--- config.mk ---
export PLATFORM = sky130hd
export DESIGN_NAME = gf256_inverse_flat
export DESIGN_NICKNAME = d
export VERILOG_FILES = /design/src/design/gfinv_pkg.sv /design/src/design/gfinv_if.sv /design/src/design/gfinv_mul.sv /design/src/design/gfinv_ctrl.sv /design/src/design/gf256_inverse.sv /design/src/flat_wrapper.sv
export SDC_FILE = /design/constraint.sdc
export NUM_CORES = 1
export LEC_CHECK = 0
export ABC_AREA = 0
export BUFFER_PORTS_ARGS = -buffer_cell sky130_fd_sc_hd__buf_2
export CORE_ASPECT_RATIO = 0.6
export CORE_UTILIZATION = 45
export CTS_BUF_LIST = sky130_fd_sc_hd__clkbuf_8
export CTS_CLUSTER_DIAMETER = 100
export CTS_CLUSTER_SIZE = 28
export DETAILED_ROUTE_END_ITERATION = 8
export GPL_ROUTABILITY_DRIVEN = 1
export PLACE_DENSITY = 0.66
export SETUP_SLACK_MARGIN = 0.2
export SLEW_MARGIN = 10
export SYNTH_ARGS = -nofsm -noshare
export SYNTH_HDL_FRONTEND = slang
export SYNTH_SLANG_ARGS = --single-unit
--- constraint.sdc ---
create_clock -name i_clk -period 2.5 [get_ports i_clk]
set_input_delay 0.75 -clock i_clk [delete_from_list [all_inputs] [get_ports i_clk]]
set_output_delay 0.75 -clock i_clk [all_outputs]
set_load 0.005 [all_outputs]
--- src/design/gfinv_pkg.sv ---
// types, codes and field arithmetic for the gf(2^8) inverter
// no dependencies
package gfinv_pkg;

    localparam int GFI_BYTE_W  = 8;
    localparam int GFI_DIGIT_W = 2;
    localparam logic [GFI_BYTE_W-1:0] GFI_REDUCE = 8'h1B;
    localparam logic [GFI_BYTE_W:0]   GFI_POLY   = 9'h11B;

    typedef logic [GFI_BYTE_W-1:0] t_byte;

    typedef enum logic [1:0] {
        ST_IDLE,
        ST_RUN,
        ST_DONE
    } t_state;

    // products of the addition chain, named after the exponent they produce
    typedef enum logic [1:0] {
        STEP_X3,
        STEP_X7,
        STEP_X63,
        STEP_X127
    } t_step;

    typedef struct packed {
        logic  load;
        logic  run;
        logic  next;
        t_step step;
        logic  out_load;
    } t_gfi_ctl;

    function automatic t_byte gf_xtime(input t_byte a);
        t_byte r;
        r = {a[GFI_BYTE_W-2:0], 1'b0};
        if (a[GFI_BYTE_W-1]) begin
            r = r ^ GFI_REDUCE;
        end
        return r;
    endfunction

    // squaring is linear: spread the bits, then fold the top seven down
    function automatic t_byte gf_sq(input t_byte a);
        logic [2*GFI_BYTE_W-2:0] t;
        t = '0;
        for (int i = 0; i < GFI_BYTE_W; i++) begin
            t[2*i] = a[i];
        end
        for (int k = 2*GFI_BYTE_W-2; k >= GFI_BYTE_W; k--) begin
            if (t[k]) begin
                t[k -: GFI_BYTE_W+1] = t[k -: GFI_BYTE_W+1] ^ GFI_POLY;
            end
        end
        return t[GFI_BYTE_W-1:0];
    endfunction

    function automatic t_byte gf_sq3(input t_byte a);
        return gf_sq(gf_sq(gf_sq(a)));
    endfunction

    function automatic t_step step_succ(input t_step s);
        t_step r;
        case (s)
            STEP_X3:  r = STEP_X7;
            STEP_X7:  r = STEP_X63;
            STEP_X63: r = STEP_X127;
            default:  r = STEP_X127;
        endcase
        return r;
    endfunction

endpackage

--- src/design/gfinv_if.sv ---
// valid/ready channels of the gf(2^8) inverter
// depends on gfinv_pkg
interface gfinv_in_if;
    logic                 valid;
    logic                 ready;
    gfinv_pkg::t_byte     value;

    modport source (output valid, output value, input ready);
    modport sink   (input valid, input value, output ready);
endinterface

interface gfinv_out_if;
    logic                 valid;
    logic                 ready;
    gfinv_pkg::t_byte     additive_inverse;
    gfinv_pkg::t_byte     multiplicative_inverse;

    modport source (output valid, output additive_inverse, output multiplicative_inverse,
                    input ready);
    modport sink   (input valid, input additive_inverse, input multiplicative_inverse,
                    output ready);
endinterface

--- src/design/gfinv_mul.sv ---
// digit-serial gf(2^8) multiplier with operand loading for the inversion chain
// depends on gfinv_pkg
module gfinv_mul #(
    parameter int DIGIT_W = gfinv_pkg::GFI_DIGIT_W
) (
    input  logic                i_clk,
    input  gfinv_pkg::t_gfi_ctl i_ctl,
    input  gfinv_pkg::t_byte    i_value,
    output gfinv_pkg::t_byte    o_x,
    output gfinv_pkg::t_byte    o_acc
);
    import gfinv_pkg::*;

    t_byte r_x;
    t_byte r_a;
    t_byte r_b;
    t_byte r_acc;
    t_byte n_acc;
    t_byte n_a;
    t_byte n_b;

    // msb-first horner over one digit of the serial operand
    always_comb begin
        n_acc = r_acc;
        for (int k = 0; k < DIGIT_W; k++) begin
            n_acc = gf_xtime(n_acc) ^ (r_b[GFI_BYTE_W-1-k] ? r_a : '0);
        end
    end

    // operands of the next product, from the one just finished and the byte
    always_comb begin
        case (i_ctl.step)
            STEP_X63: begin
                n_a = n_acc;
                n_b = gf_sq3(n_acc);
            end
            default: begin
                n_a = r_x;
                n_b = gf_sq(n_acc);
            end
        endcase
    end

    always_ff @(posedge i_clk) begin
        if (i_ctl.load) begin
            r_x   <= i_value;
            r_a   <= i_value;
            r_b   <= gf_sq(i_value);
            r_acc <= '0;
        end else if (i_ctl.next) begin
            r_a   <= n_a;
            r_b   <= n_b;
            r_acc <= '0;
        end else if (i_ctl.run) begin
            r_b   <= r_b << DIGIT_W;
            r_acc <= n_acc;
        end
    end

    assign o_x   = r_x;
    assign o_acc = r_acc;

endmodule

--- src/design/gfinv_ctrl.sv ---
// sequencer for the inversion chain: digit and product counters, handshake
// depends on gfinv_pkg
module gfinv_ctrl #(
    parameter int DIGIT_W = gfinv_pkg::GFI_DIGIT_W
) (
    input  logic                i_clk,
    input  logic                i_rst_n,
    input  logic                i_in_valid,
    input  logic                i_out_free,
    output logic                o_in_ready,
    output gfinv_pkg::t_gfi_ctl o_ctl
);
    import gfinv_pkg::*;

    localparam int NDIG = GFI_BYTE_W / DIGIT_W;
    localparam int DIG_CW = (NDIG > 1) ? $clog2(NDIG) : 1;
    localparam logic [DIG_CW-1:0] DIG_LAST = DIG_CW'(NDIG - 1);

    t_state            r_state;
    t_state            n_state;
    logic [DIG_CW-1:0] r_dig;
    logic [DIG_CW-1:0] n_dig;
    t_step             r_step;
    t_step             n_step;

    always_ff @(posedge i_clk) begin
        if (!i_rst_n) begin
            r_state <= ST_IDLE;
            r_dig   <= '0;
            r_step  <= STEP_X3;
        end else begin
            r_state <= n_state;
            r_dig   <= n_dig;
            r_step  <= n_step;
        end
    end

    always_comb begin
        n_state    = r_state;
        n_dig      = r_dig;
        n_step     = r_step;
        o_in_ready = 1'b0;
        o_ctl      = '0;
        o_ctl.step = r_step;
        case (r_state)
            ST_IDLE: begin
                o_in_ready = 1'b1;
                if (i_in_valid) begin
                    o_ctl.load = 1'b1;
                    n_state    = ST_RUN;
                    n_dig      = '0;
                    n_step     = STEP_X3;
                end
            end
            ST_RUN: begin
                o_ctl.run = 1'b1;
                n_dig     = r_dig + 1'b1;
                if (r_dig == DIG_LAST) begin
                    n_dig = '0;
                    if (r_step == STEP_X127) begin
                        n_state = ST_DONE;
                    end else begin
                        o_ctl.next = 1'b1;
                        n_step     = step_succ(r_step);
                        o_ctl.step = n_step;
                    end
                end
            end
            ST_DONE: begin
                if (i_out_free) begin
                    o_ctl.out_load = 1'b1;
                    o_in_ready     = 1'b1;
                    n_state        = ST_IDLE;
                    // output register takes the old byte on the same edge
                    if (i_in_valid) begin
                        o_ctl.load = 1'b1;
                        n_state    = ST_RUN;
                        n_dig      = '0;
                        n_step     = STEP_X3;
                    end
                end
            end
            default: begin
                n_state = ST_IDLE;
            end
        endcase
    end

endmodule

--- src/design/gf256_inverse.sv ---
// Inverse of a byte in GF(2^8) modulo x^8+x^4+x^3+x+1; zero maps to zero, and the
// additive inverse is the byte itself. The inverse is formed as value^254 with the
// chain x^3, x^7, x^63, x^127 and one final squaring, so four field products run
// one after another through a single digit-serial multiplier that takes DIGIT_W
// bits of its serial operand per cycle. Once the output register is free, the
// result is handed to it, and the next byte is taken on that same edge, so a new
// byte is accepted only after the previous result has reached the output
// register. The output register holds a finished result while the next byte is
// already being worked. DIGIT_W must divide 8.
module gf256_inverse #(
    parameter int DIGIT_W = gfinv_pkg::GFI_DIGIT_W
) (
    input  logic               i_clk,
    input  logic               i_rst_n,
    gfinv_in_if.sink           i_in,
    gfinv_out_if.source        o_out
);
    import gfinv_pkg::*;

    t_gfi_ctl w_ctl;
    t_byte    w_x;
    t_byte    w_acc;
    logic     w_out_free;
    logic     r_out_valid;
    t_byte    r_out_add;
    t_byte    r_out_mul;

    assign w_out_free = !r_out_valid || o_out.ready;

    gfinv_ctrl #(
        .DIGIT_W (DIGIT_W)
    ) u_ctrl (
        .i_clk      (i_clk),
        .i_rst_n    (i_rst_n),
        .i_in_valid (i_in.valid),
        .i_out_free (w_out_free),
        .o_in_ready (i_in.ready),
        .o_ctl      (w_ctl)
    );

    gfinv_mul #(
        .DIGIT_W (DIGIT_W)
    ) u_mul (
        .i_clk   (i_clk),
        .i_ctl   (w_ctl),
        .i_value (i_in.value),
        .o_x     (w_x),
        .o_acc   (w_acc)
    );

    always_ff @(posedge i_clk) begin
        if (!i_rst_n) begin
            r_out_valid <= 1'b0;
        end else if (w_ctl.out_load) begin
            r_out_valid <= 1'b1;
        end else if (o_out.ready) begin
            r_out_valid <= 1'b0;
        end
    end

    // last squaring turns x^127 into x^254
    always_ff @(posedge i_clk) begin
        if (w_ctl.out_load) begin
            r_out_add <= w_x;
            r_out_mul <= gf_sq(w_acc);
        end
    end

    assign o_out.valid                  = r_out_valid;
    assign o_out.additive_inverse       = r_out_add;
    assign o_out.multiplicative_inverse = r_out_mul;

endmodule

--- src/flat_wrapper.sv ---
// flat-port wrapper written by rule: the top's interface ports become plain ports
module gf256_inverse_flat import gfinv_pkg::*;
#(
    parameter int DIGIT_W = gfinv_pkg::GFI_DIGIT_W
)
  (i_clk, i_rst_n, i_in_valid, i_in_value, i_in_ready, o_out_valid, o_out_additive_inverse, o_out_multiplicative_inverse, o_out_ready);
  gfinv_in_if i_in_i ();
  gfinv_out_if o_out_i ();
  input  logic i_clk;
  input  logic i_rst_n;
  input wire logic [$bits(i_in_i.valid)-1:0] i_in_valid;
  input wire logic [$bits(i_in_i.value)-1:0] i_in_value;
  output wire logic [$bits(i_in_i.ready)-1:0] i_in_ready;
  output wire logic [$bits(o_out_i.valid)-1:0] o_out_valid;
  output wire logic [$bits(o_out_i.additive_inverse)-1:0] o_out_additive_inverse;
  output wire logic [$bits(o_out_i.multiplicative_inverse)-1:0] o_out_multiplicative_inverse;
  input wire logic [$bits(o_out_i.ready)-1:0] o_out_ready;
  assign i_in_i.valid = i_in_valid;
  assign i_in_i.value = i_in_value;
  assign i_in_ready = i_in_i.ready;
  assign o_out_valid = o_out_i.valid;
  assign o_out_additive_inverse = o_out_i.additive_inverse;
  assign o_out_multiplicative_inverse = o_out_i.multiplicative_inverse;
  assign o_out_i.ready = o_out_ready;
  gf256_inverse #(.DIGIT_W(DIGIT_W)) u_core (.i_clk(i_clk), .i_rst_n(i_rst_n), .i_in(i_in_i), .o_out(o_out_i));
endmodule
; Word-level counts from Yosys, hierarchy flattened
; Index checks and enable logic that the tools add are counted.
[word_totals]
reg_bits = 55
in_bits = 12
out_inout_bits = 18
[classes]
muxes = 117
reduce_logical = 12
bitwise = 45
eq_ne = 11
n_addsub = 1
[ops]
columns = operator, count
row1 = two-way mux 8 bit, 47
row2 = two-way mux 5 bit, 43
row3 = NOT 4 bit, 43
row4 = two-way mux 2 bit, 11
row5 = one-hot mux 2 bit (3 select lines), 3
row6 = bitwise XOR 8 bit, 2
row7 = "inequality test 2 bit, second input constant", 5
row8 = "== test 2 bit, second input constant", 4
row9 = AND reduction 4 bit, 2
row10 = two-way mux 1 bit, 7
row11 = two-way mux 3 bit, 2
row12 = nonzero test 3 bit, 2
row13 = "== test 2 x 1 -> 1 bit, second input constant", 2
row14 = logical NOT 2 bit, 2
row15 = two-way mux 4 bit, 1
row16 = one-hot mux 1 bit (2 select lines), 2
row17 = one-hot mux 2 bit (2 select lines), 1
row18 = nonzero test 2 bit, 2
row19 = "adder 2 x 1 -> 2 bit, second input constant", 1
row20 = AND reduction 2 bit, 1
row21 = OR reduction 2 bit, 1
row22 = logical NOT 1 bit, 1
row23 = logical OR 1 bit, 1

; Depth between registers and ports, before layout
; Gate-level depths: netlist (run 1).
[logic_depth]
ltp_word = 71
ltp_mapped = 8
mapped_depth_nobuf = 7

; Cells and area by module
; Synthesis (run 1) repeated with hierarchy kept, for this count alone.
[unflattened]
hier_cells = 268
area_unflattened_um2 = 3070.4
[modules_own_cells]
columns = mod, cells_each, n_inst, seq_area_each_um2, area_each_um2
row1 = gfinv_mul, 200, 1, 880.8, 2117.0
row2 = gf256_inverse, 30, 1, 500.5, 620.6
row3 = gfinv_ctrl, 38, 1, 120.1, 332.8

; Worst setup path after synthesis (run 1)
; OpenSTA, ideal clock, no wires.
[synth_timing]
path_kind = reg2reg
startpoint = reg u_core.u_mul.r_b[7]
endpoint = reg u_core.u_mul.r_b[3], data pin
arrival_time_ns = 2.107
synth_period_minus_slack_ns = 2.373
setup_time_ns = 0.266
n_path_buf = 1
path_slack_ns = 0.127
required_time_ns = 2.234
stages_incl_launch_ff = 9
cell_sequence = edfxtp_1 -> buf_6 -> nand2_4 -> xnor3_2 -> xnor3_1 -> xnor3_2 -> mux2i_1 -> xnor2_1 -> o221ai_2
[synth_via]
elab_chain_cells = 51
[synth_rtl]
columns = item, line_no
row1 = from (decl), gfinv_mul.sv:16  ; t_byte r_b;
row2 = from (signal assigned), gfinv_mul.sv:48  ; r_b <= gf_sq(i_value);
row3 = from (signal assigned), gfinv_mul.sv:52  ; r_b <= n_b;
row4 = from (signal assigned), gfinv_mul.sv:55  ; r_b <= r_b << DIGIT_W;
row5 = two-way mux 8 bit *, gfinv_mul.sv:26  ; n_acc = gf_xtime(n_acc) ^ (r_b[GFI_BYTE_W-1-k] ? r_a : '0);
row6 = bitwise XOR 8 bit *, gfinv_mul.sv:26
row7 = NOT 4 bit (no line), -
row8 = two-way mux 5 bit, gfinv_pkg.sv:37  ; if (a[GFI_BYTE_W-1]) begin
row9 = bitwise XOR 8 bit *, gfinv_mul.sv:26
row10 = NOT 4 bit (no line), -
row11 = two-way mux 5 bit, gfinv_pkg.sv:51  ; if (t[k]) begin
row12 = two-way mux 8 bit, gfinv_mul.sv:32  ; case (i_ctl.step)
row13 = (+32 left out), -
row14 = two-way mux 8 bit, gfinv_mul.sv:32
row15 = NOT 4 bit (no line), -
row16 = two-way mux 5 bit, gfinv_pkg.sv:51
row17 = two-way mux 8 bit (4 in series), gfinv_mul.sv:32
row18 = two-way mux 5 bit, gfinv_pkg.sv:51
row19 = two-way mux 8 bit *, gfinv_mul.sv:32
row20 = two-way mux 8 bit *, gfinv_mul.sv:50  ; end else if (i_ctl.next) begin
row21 = two-way mux 8 bit *, gfinv_mul.sv:45  ; if (i_ctl.load) begin
; Mark *: on every way between the ends. The rest lies on a longest branch, timed or not. The select of a mux whose other input is x is not followed.
; A chain may end at the register's enable or synchronous reset.

; Worst setup path in the final report (run 1)
[layout_timing]
startpoint = reg u_core.u_mul.r_b[7]
endpoint = reg u_core.u_mul.r_b[0], data pin
; The elaborated chain is that of the path after synthesis.

==> results of run 1 <==
==> where the power goes <==
group / internal, uW / switching (uW)
Sequential: 1110 / 76.2
Combinational: 1610 / 1430
Clock: 193 / 305
Total: 2910 / 1810
==> worst max path at each step <==
stage                          end  slack (ns)  cells after the start
3_3_place_gp   u_core.u_mul.r_b[7]        0.05                      8
3_5_place_dp   u_core.u_mul.r_b[6]        0.03                      7
4_1_cts        u_core.u_mul.r_b[3]         0.1                      8
5_1_grt        u_core.u_mul.r_b[3]       -0.01                      8
6_report       u_core.u_mul.r_b[0]        0.09                      9
2_1_floorplan  u_core.u_mul.r_b[3]        0.20                      8
==> layout make-up <==
type	instances	area [um2]	area share
Clock buffer	5	68.82	0.01875
Clock inverter	3	16.27	0.004431
Inverter	4	15.01	0.004090
Multi-Input combinational cell	188	1538	0.4189
Sequential cell	55	1505	0.4100
Tap cell	84	105.1	0.02863
Timing Repair Buffer	64	422.9	0.1152
==> registers in the layout, summed over array words and instances, names as in the netlist <==
name	flops
u_core.u_ctrl.r_state	2
u_core.u_mul.r_a	8
u_core.o_out.additive_inverse	8
u_core.u_ctrl.r_dig	2
u_core.o_out.valid	1
u_core.o_out.multiplicative_inverse	8
u_core.u_mul.r_b	8
u_core.u_ctrl.r_step	2
u_core.u_mul.o_acc	8
u_core.u_mul.o_x	8
==> repair_timing <==
item,CTS,global route
setup endpoints to repair,8,8
hold buffers,0,0
pin swaps,2,6
setup buffers,8,2
resized for setup,6,13
==> placed cells by master, fill, tap and decap left out, types with 2 or more instances in the layout <==
cell / instances
xnor2_1: 19
inv_2: 2
nor3_1: 2
o21ai_0: 5
nand4_1: 2
a21oi_1: 14
xnor2_2: 4
xor2_1: 20
a31oi_1: 2
mux2i_1: 6
edfxtp_1: 40
a211oi_1: 4
a21boi_0: 2
dfxtp_1: 14
buf_4: 31
xnor3_2: 5
xnor2_4: 3
xor2_2: 5
xnor3_1: 3
buf_6: 4
nand2b_1: 2
buf_2: 29
nand2_4: 2
nor2b_1: 6
nand2_1: 32
nor2_1: 17
inv_1: 3
o22ai_1: 4
mux2_2: 2
o21ai_1: 8
clkbuf_8: 5
a22oi_1: 2
==> worst reg2reg max path, cell delays in order, from the launching register on <==
cell      delay, ns
edfxtp_1       0.51
buf_6          0.19
nand2_4        0.04
xnor3_2        0.27
buf_6          0.15
xnor2_4        0.20
xnor3_1        0.39
xnor2_2        0.16
and3_1         0.19
o31ai_2        0.16
==> kinds of logic (layout without fill, tap and decap cells) <==
| kind of cell | Yosys count | in the layout | share of synthesized area |
|---|---|---|---|
| and+or+nand+nor | 69 | 69 | 0.1038 |
| xor gates and xnor gates | 61 | 61 | 0.2373 |
| DFF | 55 | 55 | 0.4902 |
| AOI/OAI and AO/OA | 49 | 49 | 0.1017 |
| buffers and inverters | 18 | 76 | 0.03594 |
| muxes | 8 | 8 | 0.02696 |
| adders and majority gates | 1 | 1 | 0.004084 |
==> through the flow <==
stage	setup WS, ns	utilization
global placement	0.05114	0.5393
CTS	0.09554	0.5670
finish	0.09258	0.5798
global route	-0.01114	0.5798
detailed placement	0.02565	0.5393
floorplan	0.2047	-
==> layer usage <==
metal  share of wire  vias to the layer above  wire, um
li1                -                     1020         -
met4           0.012                        0        84
met2            0.39                       79      2714
met5               0                        -         0
met1            0.51                     1028      3614
met3           0.088                        8       619
==> results.yml, run 1 <==
grt:
  grtUsageMet3: 0.04729
  grt_max_degree: 18
  grt_first_pass_wirelength_mm: 11.41
  antenna_found_initial: 0
  overflow: 0
  grt_pass1_vias: 2026
  track_usage: 0.2247
  busiest_layer: "met1"
  grt_use_met1: 0.3644
  grt_use_met2: 0.2888
clock_network:
  clk_latency_ns: 0.32
  cts-root-buf: "clkbuf_8"
  cts_tree: "built"
  htree_levels: 2
  clock_sinks: 55
  path_clk_slew_ns: 0.10
  numCtsBuffers: 5
  cts_buffer_depth: 2
yosys:
  synth_top_area_cell: "edfxtp_1"
  synth_commonest_cells: "edfxtp_1 (40), nand2_1 (32), xnor2_1 (23), xor2_1 (22), nor2_1 (17)"
  ys_warn_count: 0
  ys_types: 48
  synth_fp_nets: 274
  ys_ff_latch: 55
  postSynthAreaPerCell_um2: 11.74
  yosys.cell_count.top_type: "edfxtp_1"
  synthArstFlopShare: 0
  syn_inst: 261
  synth_top_area_frac: 0.3922
  synth_ff_type: "edfxtp_1"
  seq_area_frac_synth: 0.4902
  synth_edf_count: 40
  syn-cell-area_mm2: 0.003063
  ys_top_cells_by_area: "edfxtp_1 (39%), dfxtp_1 (9.8%), xnor2_1 (6.6%)"
timing:
  period_needed_ns: 2.407
  finalCritPeriodShare: 0.9630
  finalSetupViolCount: 0
  skew_ns: 0.007076
  tightest_slew_ns: 0.5066
  max_freq_ghz: 0.4154
  setup_tns_ns: 0
  drv_slew: 0
  holdWs_ns: 0.4628
  rsz0062_at_grt: "yes"
  slew_headroom: 0.6622
  hold_viol: 0
detailed_routing:
  drcViolationCount: 0
  vias_per_cell: 5.298
  avgRoutedWirePerCell_um: 17.45
  vias: 2135
  dr.pass1.iters: 5
  drtIter0Drc: 153
  ant_nets: 0
  routed_wl_mm: 7.032
die:
  ios: 30
  die_w_um: 108.5
  row_count: 22
  initial_core_util: 0.4838
  core_area_mm2: 0.006331
  die_area_mm2: 0.007151
  die_y_um: 65.91
cells_and_area:
  nNetsFinal: 331
  fill_cells: 552
  drive_above_1_share: 0.3229
  syn2layout_area_growth_pct: 19.85
  fin_cells: 403
  insertedDiodeCount: 0
  final_area_mm2: 0.003671
worst_setup_path:
  max_stage_delay_ns: 0.51
  ff2ff_path_depth: 9
  crit_top_cell: "buf_6"
  worstSetupEndpointType: "flop"
  arrival_ns: 2.58
  path_delay_family: "XOR/XNOR gates"
  cp-start-kind: "flop"
  crit_start: "u_core.u_mul.r_b[7]"
  worstPathCellList: "buf_6 > nand2_4 > xnor3_2 > buf_6 > xnor2_4 > xnor3_1 > xnor2_2 > and3_1 > o31ai_2"
  r2r_setup_slack_ns: 0.09
  reg2reg_to: "u_core.u_mul.r_b[0]"
  cp_max_fo: 5
  cp_slowest_cell: "edfxtp_1"
  crit_required_ns: 2.67
  r2r_start: "u_core.u_mul.r_b[7]"
  crit_buf_inv: 2
  path_class: "flop to flop"
hold_path:
  hp-class: "flop to flop"
  min-delay-start: "u_core.u_mul.o_x[7]"
  worstHoldEndpoint: "u_core.o_out.additive_inverse[7]"
  min_path_cells: 0
place:
  dp.cells: 385
  hpwl_mm: 5.103
  gp_congestion: 0.9054
  port-buffer-count: 29
  placed_area_mm2: 0.003415
power_and_ir_drop:
  total_power_uw: 4724
  vdd_drop_max_mv: 0.7963
  p_leak_uw: 0.001490
  p_per_area_mw_per_mm2: 1287
run:
  drv_cap: 0
run_status:
  outcome: "finished, final reports clean"
No activity file was read; power rests on OpenSTA's default activity.
==> run 2, diff against run 1 <==
--- a/config.mk
+++ b/config.mk
@@ -14,6 +14,7 @@
 export CTS_CLUSTER_SIZE = 28
 export DETAILED_ROUTE_END_ITERATION = 8
 export GPL_ROUTABILITY_DRIVEN = 1
+export MAX_ROUTING_LAYER = met4
 export PLACE_DENSITY = 0.66
 export SETUP_SLACK_MARGIN = 0.2
 export SLEW_MARGIN = 10
==> results.yml, run 2 (same netlist as run 1, synthesis figures left out) <==
power_and_ir_drop:
  p_sw_uw: 1816
  swShare: 0.3842
  p_per_area_mw_per_mm2: 1287
  pwr-share-seq: 0.250
  pwr-share-clk: 0.106
  internal-power_uw: 2910
  vdd_drop_max_mv: 0.8035
  p_leak_uw: 0.001490
  power_frac_comb: 0.644
cells_and_area:
  final_area_mm2: 0.003671
  insertedDiodeCount: 0
  nNetsFinal: 331
  layout_commonest_cell: "edfxtp_1"
  layout_common_cells: "edfxtp_1 (40), nand2_1 (32), buf_4 (31), buf_2 (29), xor2_1 (20)"
  syn2layout_area_growth_pct: 19.85
  fill_cells: 552
  drive_above_1_share: 0.3229
die:
  die_w_um: 108.5
  row_count: 22
  die_area_mm2: 0.007151
  core_area_mm2: 0.006331
  die_y_um: 65.91
  initial_core_util: 0.4838
  ios: 30
clock_network:
  path_clk_slew_ns: 0.10
  clk_latency_ns: 0.33
  cts_hold_buf: 0
  clock_sinks: 55
  cts-root-buf: "clkbuf_8"
  numCtsBuffers: 5
  htree_levels: 2
  cts_tree: "built"
  cts_buffer_depth: 2
detailed_routing:
  routed_wl_mm: 7.051
  drtIter0Drc: 157
  vias_per_cell: 5.270
  dr.pass1.iters: 5
  drcViolationCount: 0
  ant_nets: 0
  avgRoutedWirePerCell_um: 17.50
  vias: 2124
worst_setup_path:
  cp_max_fo: 3
  path_class: "flop to flop"
  cp-start-kind: "flop"
  crit_required_ns: 2.67
  arrival_ns: 2.59
  worstSetupEndpointType: "flop"
grt:
  grt_max_degree: 18
  antenna_found_initial: 0
  track_usage: 0.2313
  grt_first_pass_wirelength_mm: 11.42
  overflow: 0
  grt_pass1_vias: 2022
place:
  placed_area_mm2: 0.003415
  port-buffer-count: 29
  hpwl_mm: 5.103
  gp_congestion: 0.9210
timing:
  max_freq_ghz: 0.4147
  hold_viol: 0
  setup_tns_ns: 0
  period_needed_ns: 2.411
  finalCritPeriodShare: 0.9646
  tightest_slew_ns: 0.4844
  drv_slew: 0
  finalSetupViolCount: 0
  rsz0062_at_grt: "yes"
  skew_ns: 0.006163
  slew_headroom: 0.6771
run:
  drv_cap: 0
hold_path:
  hp-class: "flop to flop"
run_status:
  outcome: "finished, final reports clean"
-- run 2: cell counts in the layout (fill, tap and decap cells not counted) --
Identical to the previous run, type by type.
-- run 2: per-layer routing --
| metal | GRT usage | up-vias | wire length, um |
|---|---|---|---|
| met5 | - | - | 0 |
| met4 | 0.06588 | 0 | 94 |
| met3 | 0.04729 | 9 | 559 |
| met2 | 0.2888 | 74 | 2722 |
| met1 | 0.3651 | 1025 | 3674 |
| li1 | - | 1016 | - |
-- run 2: worst max-delay path: stages (launching register included) --
cell and delay (ns):
edfxtp_1 0.49, buf_4 0.19, nand2_4 0.05, xnor3_2 0.27
buf_6 0.15, xnor2_4 0.20, xnor3_1 0.39, xnor2_2 0.16
and3_1 0.19, o31ai_2 0.16
-- run 2: final timing paths --
kind,slack (ns),start,cells past startpoint,end
setup / recovery,0.09,u_core.u_mul.r_a[4],9,u_core.u_mul.r_b[0]
hold reg to reg,0.46,u_core.u_mul.o_x[7],0,u_core.o_out.additive_inverse[7]
setup reg to reg,0.09,u_core.u_mul.r_a[4],9,u_core.u_mul.r_b[0]
hold / removal,0.46,u_core.u_mul.o_x[7],0,u_core.o_out.additive_inverse[7]
-- run 2: what timing repair did --
action | CTS | global route
buffers inserted | 8 | 2
pin swaps | 2 | 6
setup endpoints to repair | 8 | 8
resized for setup | 6 | 13
-- run 2: final cells by class --
| cell class | count | area, um2 | area share |
|---|---|---|---|
| Sequential cell | 55 | 1505 | 0.4100 |
| Clock buffer | 5 | 68.82 | 0.01875 |
| Inverter | 4 | 15.01 | 0.004090 |
| Timing Repair Buffer | 64 | 422.9 | 0.1152 |
| Multi-Input combinational cell | 188 | 1538 | 0.4189 |
| Clock inverter | 3 | 16.27 | 0.004431 |
| Tap cell | 84 | 105.1 | 0.02863 |
-- run 2: per-stage QoR --
| stage | total power [uW] | hold slack [ns] | util | std cells | worst slack [ns] |
|---|---|---|---|---|---|
| final | 4726 | 0.4628 | 0.5798 | 403 | 0.08851 |
| after global routing | 4982 | 0.4732 | 0.5798 | 403 | -0.01114 |
| after CTS | 4423 | 0.4627 | 0.5670 | 401 | 0.09554 |
| after detailed placement | 3615 | 0.4386 | 0.5393 | 385 | 0.02565 |
| after global placement | 3598 | 0.4382 | 0.5393 | 385 | 0.05114 |
| after floorplan | 3047 | 0.4208 | - | 261 | 0.2047 |
-- run 2: power by group through the flow --
stage	Sequential (uW)	Clock, uW	Combinational [uW]
2_1_floorplan	1160	0	1890
4_1_cts	1180	509	2730
3_3_place_gp	1210	0	2390
3_5_place_dp	1210	0	2410
6_report	1180	500	3040
5_1_grt	1190	550	3240
